<file path="src/rtl/swm_pkg.sv">
// Shared widths, defaults and inter-module types for the sliding window mean unit.
package swm_pkg;

    localparam int DATA_W         = 32;
    localparam int CFG_W          = 9;
    localparam int DEF_MAX_WINDOW = 256;
    localparam logic [CFG_W-1:0] WINDOW_LENGTH_RESET = 9'd20;

    // Divider status seen by the sequencer
    typedef struct packed {
        logic busy;
        logic done;
    } swm_div_stat_t;

endpackage

</file>
<file path="src/rtl/swm_divider.sv">
// Radix-2 restoring divider, one quotient bit per cycle.
module swm_divider
    import swm_pkg::*;
#(
    parameter int NUM_W = 40,
    parameter int DEN_W = 9
) (
    input  logic             aclk,
    input  logic             aresetn,
    input  logic             start,
    input  logic [NUM_W-1:0] dividend,
    input  logic [DEN_W-1:0] divisor,
    output logic [NUM_W-1:0] quotient,
    output swm_div_stat_t    stat
);

    localparam int CNT_W = $clog2(NUM_W + 1);

    logic [NUM_W-1:0] quo_reg, quo_next;
    logic [DEN_W-1:0] rem_reg, rem_next;
    logic [DEN_W-1:0] div_reg;
    logic [CNT_W-1:0] cnt_reg, cnt_next;
    logic             done_reg, done_next;

    logic [DEN_W:0] trial;
    logic [DEN_W:0] diff;
    logic           ge;

    always_comb begin
        trial     = {rem_reg, quo_reg[NUM_W-1]};
        diff      = trial - {1'b0, div_reg};
        ge        = (trial >= {1'b0, div_reg});
        quo_next  = quo_reg;
        rem_next  = rem_reg;
        cnt_next  = cnt_reg;
        done_next = 1'b0;
        if (start) begin
            quo_next = dividend;
            rem_next = '0;
            cnt_next = CNT_W'(NUM_W);
        end else if (cnt_reg != '0) begin
            quo_next  = {quo_reg[NUM_W-2:0], ge};
            rem_next  = ge ? diff[DEN_W-1:0] : trial[DEN_W-1:0];
            cnt_next  = cnt_reg - 1'b1;
            done_next = (cnt_reg == CNT_W'(1));
        end
    end

    always_ff @(posedge aclk) begin
        if (!aresetn) begin
            cnt_reg  <= '0;
            done_reg <= 1'b0;
        end else begin
            cnt_reg  <= cnt_next;
            done_reg <= done_next;
        end
    end

    always_ff @(posedge aclk) begin
        quo_reg <= quo_next;
        rem_reg <= rem_next;
        if (start) begin
            div_reg <= divisor;
        end
    end

    assign quotient  = quo_reg;
    assign stat.busy = (cnt_reg != '0);
    assign stat.done = done_reg;

endmodule

</file>
<file path="config.mk">
export PLATFORM = sky130hd
export DESIGN_NAME = swm_divider
export DESIGN_NICKNAME = d
export VERILOG_FILES = /design/src/rtl/swm_pkg.sv /design/src/rtl/swm_divider.sv
export SDC_FILE = /design/constraint.sdc
export NUM_CORES = 1
export LEC_CHECK = 0
export BUFFER_PORTS_ARGS = -buffer_cell sky130_fd_sc_hd__buf_2
export CORE_UTILIZATION = 40
export DETAILED_ROUTE_END_ITERATION = 8
export GPL_ROUTABILITY_DRIVEN = 0
export PLACE_DENSITY = 0.79
export SLEW_MARGIN = 0
export SYNTH_ARGS = -nofsm -noshare
export SYNTH_HDL_FRONTEND = slang
export SYNTH_SLANG_ARGS = --single-unit
</file>
<file path="constraint.sdc">
create_clock -name aclk -period 2.5 [get_ports aclk]
set_clock_uncertainty 0.05 [all_clocks]
set_input_delay 0 -clock aclk [delete_from_list [all_inputs] [get_ports aclk]]
set_output_delay 0 -clock aclk [all_outputs]
set_load 0.02 [all_outputs]
</file>
==> results by group, run 1 <==
Yosys
  – Syn Area/Cell: 13.1 µm²
  – Most frequent cell after synthesis: edfxtp_1
  – Post-synth top area share: 45.9%
  – Prevailing post-synth register cell: edfxtp_1
  – Synthesized cell area: 0.00320 mm²
  – Syn nets: 310
  – Top post-synthesis cells by count: 49 x edfxtp_1, 40 x mux2_2, 17 x inv_1
  – Synth top area cells: edfxtp_1 46%, mux2_2 14%, dfxtp_1 10%
  – Seq/Total Area, Yosys: 55.9%
  – Library cells used by synthesis: 52
  – Synthesis Warnings: 0
  – Yosys top cell by area: edfxtp_1
  – Number of flops mapped to enable cells by yosys: 49
  – Synthesized instance count: 245
  – Synthesized flop and latch total: between 60 and 70
  – Async SR Flop Fraction: 0%

GRT
  – First-pass GRT wire length: 12500 µm
  – Largest net degree at the start of global routing: 24
  – Tot GR Track Use: 19.7%
  – Initial antenna violation count: 0
  – Vias in the first global route: 2560
  – GRT overflow: 0

Critical path
  – Startpoint types: register
  – Setup crit end kind: register
  – Critical path required time: 2.67 ns
  – R2r worst-path depth: 10
  – Reg2reg setup slack: -0.08 ns
  – Crit-path max FO: 4
  – Critical Path AT: 2.75 ns
  – Crit Path Category: reg -> reg
  – Reg2reg start: quotient[39]
  – FF-to-FF End: rem_reg[2]

Pwr
  – VDD IR max: between 0.0006 and 0.0007 V
  – Leak: 2.00 nW
  – Power per cell area: 917 mW/mm²

STA
  – Finish-stage setup viols: 7
  – Actual slew at the worst max-slew pin: 0.398 ns
  – RSZ-0062 raised after global routing: yes
  – Final WS setup: -0.0779 ns
  – Fmax: between 300 and 400 MHz
  – Tcrit/Tclk final: 103%
  – TNS Setup: -0.342 ns
  – Tmin final: about 2.6 ns
  – Slew HR: between 70% and 80%
  – Final hold vios: 0
  – Slew Viols, Final: 0

Drt
  – DR vias/cell: 5.15
  – Routed WL: slightly above 8000 µm
  – Via count: roughly 2600
  – DRC errors left: 0
  – Final ANT Viol Nets: 0
  – Pre-antenna DRT Iters: 4
  – Routed len/inst: 15.9 µm
  – DRT iter0 DRCs: 135

Floorplanning
  – Initial core utilization: 41.5%
  – Die height: slightly above 90 µm
  – Row count: 32
  – Die Wd: between 90 and 100 µm
  – Top Ports: 94
  – Core ar.: 0.00773 mm²
  – Die area: 0.00837 mm²

Placement
  – HPWL after detailed placement: 4900 µm
  – Pre-CTS WS: -0.0217 ns
  – Buffers added on ports: 93

Status
  – Status: complete, but fails checks
  – Failing checks: negative setup slack

Clock network
  – Clock buffer depth: 2
  – CTS tree: done
  – CTS Sinks: 65
  – H-Tree Level Count: 3
  – Clk_lat worst skew: 0.35 ns
  – CTS root buf: clkbuf_8
  – CTS clk-pin slew, worst paths: 0.07 ns
  – CTS buffer count: 9

Final layout
  – Nets: between 400 and 500
  – Antenna cell count: 0
  – Register area: 0.00179 mm²
  – Share of layout cells above drive strength 1: 43.4%
  – Max reg flops: 40
  – Multi-input logic area: 0.00132 mm²
  – Filler instances: about 610
  – Layout area overhead: 44.3%

Min path
  – HP Start: divisor[3]
  – HP Class: in -> reg
  – Worst hold stages: 2
  – WHS Endpoint: div_reg[3]

Flow run
  – MaxCap Viol Count: 0
## through the flow
stage | power, mW | hold slack [ns] | instances | util [%] | area [µm²]
final | 4.24 | 0.318 | 510 | 59.8 | 4620
after floorplan | 2.60 | 0.0489 | 245 | - | 3210
after detailed placement | 3.00 | 0.128 | 439 | 49.4 | 3820
after CTS | 4.13 | 0.300 | 506 | 59.1 | 4570
after global placement | 2.95 | 0.127 | 439 | 49.4 | 3820
after global routing | 4.44 | 0.300 | 510 | 59.8 | 4620
## cells in the final DEF (no fill, tap or decap), drive strengths merged, types with 4 or more instances in the layout
master / n
buf: 107
nand2: 5
nand3: 4
and3: 4
edfxtp: 49
dfxtp: 16
a211oi: 7
xnor2: 4
clkbuf: 10
a21oi: 9
nor2: 10
mux2i: 4
dlygate4sd3: 51
mux2: 40
o21ai: 6
nor3: 6
ha: 12
inv: 17
## power by group
part / total (mW) / leakage, nW / switching, mW / internal (mW)
registers: 1.57 / 0.636 / 0.146 / 1.43
clock network: 1.06 / 0.114 / 0.400 / 0.657
logic: 1.61 / 1.25 / 0.886 / 0.720
## layout make-up
type	instances	area share, %
flip-flops and latches	65	38.8
multi-input cells	151	28.6
repair buffers	158	23.3
clock buffers	10	2.76
well taps	102	2.76
clock inverters	6	2.30
inverters	18	1.46
## timing repair
action / in CTS / in global routing
cloned: 0 / 1
endpoints found under the hold margin: 61 / 0
hold buffers: 51 / 0
gates resized for setup: 1 / 8
buffers inserted: 0 / 3
endpoints found under the setup margin: 1 / 6
pin swaps: 2 / 11
## metal layers
layer,track usage (%),wire length [µm]
met2,35.0,4240
met5,0,0
met3,4.27,352
met4,11.2,352
met1,21.6,3180
## cells by family after synthesis
| kind of cell | count (synthesis) | synth area share, % |
|---|---|---|
| flops | 65 | 55.9 |
| simple gates | 47 | 8.59 |
| mux | 44 | 15.3 |
| compound gates | 40 | 9.10 |
| buf+inv | 29 | 3.83 |
| fa+ha+maj | 13 | 5.31 |
| xor+xnor | 7 | 1.91 |
## critical path, stage by stage, from the launching register on
cell and delay, ns:
edfxtp_1 0.43, inv_2 0.12, ha_4 0.14, inv_2 0.04, fa_2 0.38, a21oi_2 0.20, o221ai_2 0.15, a211oi_2 0.42
buf_4 0.22, nor4_2 0.05, a311o_1 0.27
## how the worst max path moves through the flow
stage	slack (ns)	cells past startpoint	end	from
after floorplan	0.05	10	rem_reg[2]	quotient[39]
after global placement	0.15	10	rem_reg[8]	quotient[39]
after detailed placement	-0.02	9	rem_reg[8]	quotient[39]
after CTS	0.01	9	rem_reg[8]	quotient[39]
after global routing	-0.16	10	rem_reg[8]	quotient[39]
final	-0.08	10	rem_reg[2]	quotient[39]
(Power assumes the default switching activity.)
==> run 2: changes to the inputs <==
--- a/config.mk
+++ b/config.mk
@@ -7,6 +7,7 @@
 export LEC_CHECK = 0
 export BUFFER_PORTS_ARGS = -buffer_cell sky130_fd_sc_hd__buf_2
 export CORE_UTILIZATION = 40
+export CTS_BUF_LIST = sky130_fd_sc_hd__clkbuf_4 sky130_fd_sc_hd__clkbuf_8 sky130_fd_sc_hd__clkbuf_16
 export DETAILED_ROUTE_END_ITERATION = 8
 export GPL_ROUTABILITY_DRIVEN = 0
 export PLACE_DENSITY = 0.79
==> run 2 against run 1 <==
- the run still ends with negative setup slack left
- critical path depth unchanged
- via count decreased by 0.38%
- worst hold slack about the same
- global-route usage unchanged
- sequential share of layout area about the same
- die area unchanged
- design area barely moved
- combinational power barely moved
- sequential power about the same
- critical path type unchanged
- critical endpoint unchanged
==> results by group, run 2 (synthesis results as in run 1) <==
Status
  – Status: complete, but fails checks (unchanged)
  – Failing checks: negative setup slack (unchanged)

Critical path
  – Critical path required time: 2.67 ns (about the same)
  – Reg2reg setup slack: -0.07 ns (was -0.08 ns)
  – Startpoint types: register (unchanged)
  – Crit Path Category: reg -> reg (unchanged)
  – Crit-path max cell delay: 0.43 ns (about the same)
  – Slowest stage cell on the critical path: edfxtp_1 (unchanged)
  – Crit-path max FO: 4 (unchanged)
  – Setup crit end kind: register (unchanged)
  – Delay-heaviest family, CP: compound AO/OA/AOI/OAI gates (unchanged)
  – Most used cell, CP: inv_2 (unchanged)
  – CP bufs+invs: 3 (unchanged)
  – Cell chain of the critical path: inv_2 -> ha_4 -> inv_2 -> fa_2 -> a21oi_2 -> o221ai_2 -> a211oi_2 -> buf_4 -> nor4_2 -> a311o_1 (unchanged)
  – Critical Path AT: 2.75 ns (about the same)

Drt
  – Pre-antenna DRT Iters: 4 (unchanged)
  – Routed WL: 8150 µm (was 8130 µm)
  – DRC errors left: 0 (unchanged)
  – DRT iter0 DRCs: 166 (was 135)
  – DR vias/cell: 5.14 (was 5.15)
  – Final ANT Viol Nets: 0 (unchanged)
  – Via count: 2619 (was 2629)
  – Routed len/inst: 16.0 µm (was 15.9 µm)

STA
  – Actual slew at the worst max-slew pin: 0.394 ns (was 0.398 ns)
  – RSZ-0062 raised after global routing: yes (unchanged)
  – Fmax: 389 MHz (was 388 MHz)
  – Final WS setup: -0.0740 ns (was -0.0779 ns)
  – Final hold vios: 0 (unchanged)
  – TNS Setup: -0.310 ns (was -0.342 ns)
  – Tmin final: 2.57 ns (was 2.58 ns)
  – Tcrit/Tclk final: 103% (about the same)
  – Slew HR: 73.7% (was 73.4%)
  – Slew Viols, Final: 0 (unchanged)
  – Finish-stage setup viols: 6 (was 7)

GRT
  – Tot GR Track Use: 19.7% (unchanged)
  – Initial antenna violation count: 0 (unchanged)
  – First-pass GRT wire length: 12500 µm (unchanged)
  – Vias in the first global route: 2560 (unchanged)
  – GRT overflow: 0 (unchanged)
  – Largest net degree at the start of global routing: 24 (unchanged)

Floorplanning
  – Die height: 91.5 µm (unchanged)
  – Die Wd: 91.5 µm (unchanged)
  – Top Ports: 94 (unchanged)
  – Row count: 32 (unchanged)
  – Core ar.: 0.00773 mm² (unchanged)
  – Die area: 0.00837 mm² (unchanged)
  – Initial core utilization: 41.5% (unchanged)

Final layout
  – Commonest cells after routing, fill and taps aside: 94 x buf_2, 51 x dlygate4sd3_1, 49 x edfxtp_1 (unchanged)
  – Layout area overhead: 44.4% (was 44.3%)
  – Cell area after layout: 0.00462 mm² (about the same)
  – Antenna cell count: 0 (unchanged)
  – Max reg flops: 40 (unchanged)
  – Nets: 468 (unchanged)
  – Share of layout cells above drive strength 1: 43.6% (was 43.4%)
  – Non-filler cells, final: 510 (unchanged)
  – Commonest non-fill, non-tap cell in the layout: buf_2 (unchanged)

Clock network
  – CTS buffer count: 9 (unchanged)
  – Clock buffer depth: 2 (unchanged)
  – CTS root buf: clkbuf_8 (unchanged)
  – CTS tree: done (unchanged)
  – CTS clk-pin slew, worst paths: 0.07 ns (about the same)
  – Clk_lat worst skew: 0.35 ns (about the same)
  – CTS Sinks: 65 (unchanged)
  – H-Tree Level Count: 3 (unchanged)

Placement
  – Placed cell count: 439 (unchanged)
  – Buffers added on ports: 93 (unchanged)
  – HPWL after detailed placement: 4900 µm (unchanged)
  – Pre-CTS WS: -0.0217 ns (unchanged)
  – Placed inst area: 0.00382 mm² (unchanged)

Pwr
  – Leak: 2.00 nW (about the same)
  – Power per cell area: 919 mW/mm² (was 917 mW/mm²)
  – VDD IR max: 0.000611 V (about the same)
  – Power, Total: 4.25 mW (was 4.24 mW)

Flow run
  – MaxCap Viol Count: 0 (unchanged)

Min path
  – HP Class: in -> reg (unchanged)
-- run 2: cell count changes in the layout (fill, tap and decap cells not counted) --
cell | previous run | this run
clkbuf_4 | 0 | 1
clkbuf_1 | 1 | 0
-- run 2: power breakdown --
group | internal [mW] | switching (mW) | leakage, nW | total, mW
sequential | 1.43 | 0.147 | 0.636 | 1.58
combinational | 0.720 | 0.885 | 1.25 | 1.60
clock | 0.668 | 0.401 | 0.117 | 1.07
-- run 2: repair_timing --
| action | in CTS | in global routing |
|---|---|---|
| endpoints found under the hold margin | 61 | 0 |
| endpoints found under the setup margin | 1 | 6 |
| pin swaps | 2 | 11 |
| cloned | 0 | 1 |
| setup buffers | 0 | 3 |
| gates resized for setup | 1 | 8 |
| hold buffers | 51 | 0 |
-- run 2: layout make-up --
class	instances	area (µm²)
clock buffer	10	131
clock inverter	6	106
fill	613	3100
inverter	18	67.6
multi-input combinational	151	1320
sequential	65	1790
tap	102	128
timing repair buffer	158	1080
-- run 2: worst reg2reg max path, cell delays in order, from the launching register on --
cell and delay (ns):
edfxtp_1 0.43, inv_2 0.12, ha_4 0.14, inv_2 0.04, fa_2 0.38, a21oi_2 0.20, o221ai_2 0.15, a211oi_2 0.42
buf_4 0.22, nor4_2 0.05, a311o_1 0.27
-- run 2: worst paths after layout --
check	startpoint	to	cells past startpoint
worst min-delay path	divisor[3]	div_reg[3]	2
worst min register to register	cnt_reg[5]	done_reg	1
worst max-delay path	quotient[39]	rem_reg[2]	10
worst max register to register	quotient[39]	rem_reg[2]	10
-- run 2: metrics by stage --
stage,utilization [%],hold WS [ns]
global route,59.8,0.300
global placement,49.4,0.127
floorplan,-,0.0489
finish,59.8,0.318
CTS,59.1,0.300
detailed placement,49.4,0.128
-- run 2: metal layers --
| layer | share of wire, % | track usage, % | wire length, µm |
|---|---|---|---|
| met2 | 52 | 35.0 | 4240 |
| met3 | 5.0 | 4.27 | 411 |
| met5 | 0 | 0 | 0 |
| met1 | 39 | 21.6 | 3150 |
| met4 | 4.3 | 11.2 | 352 |
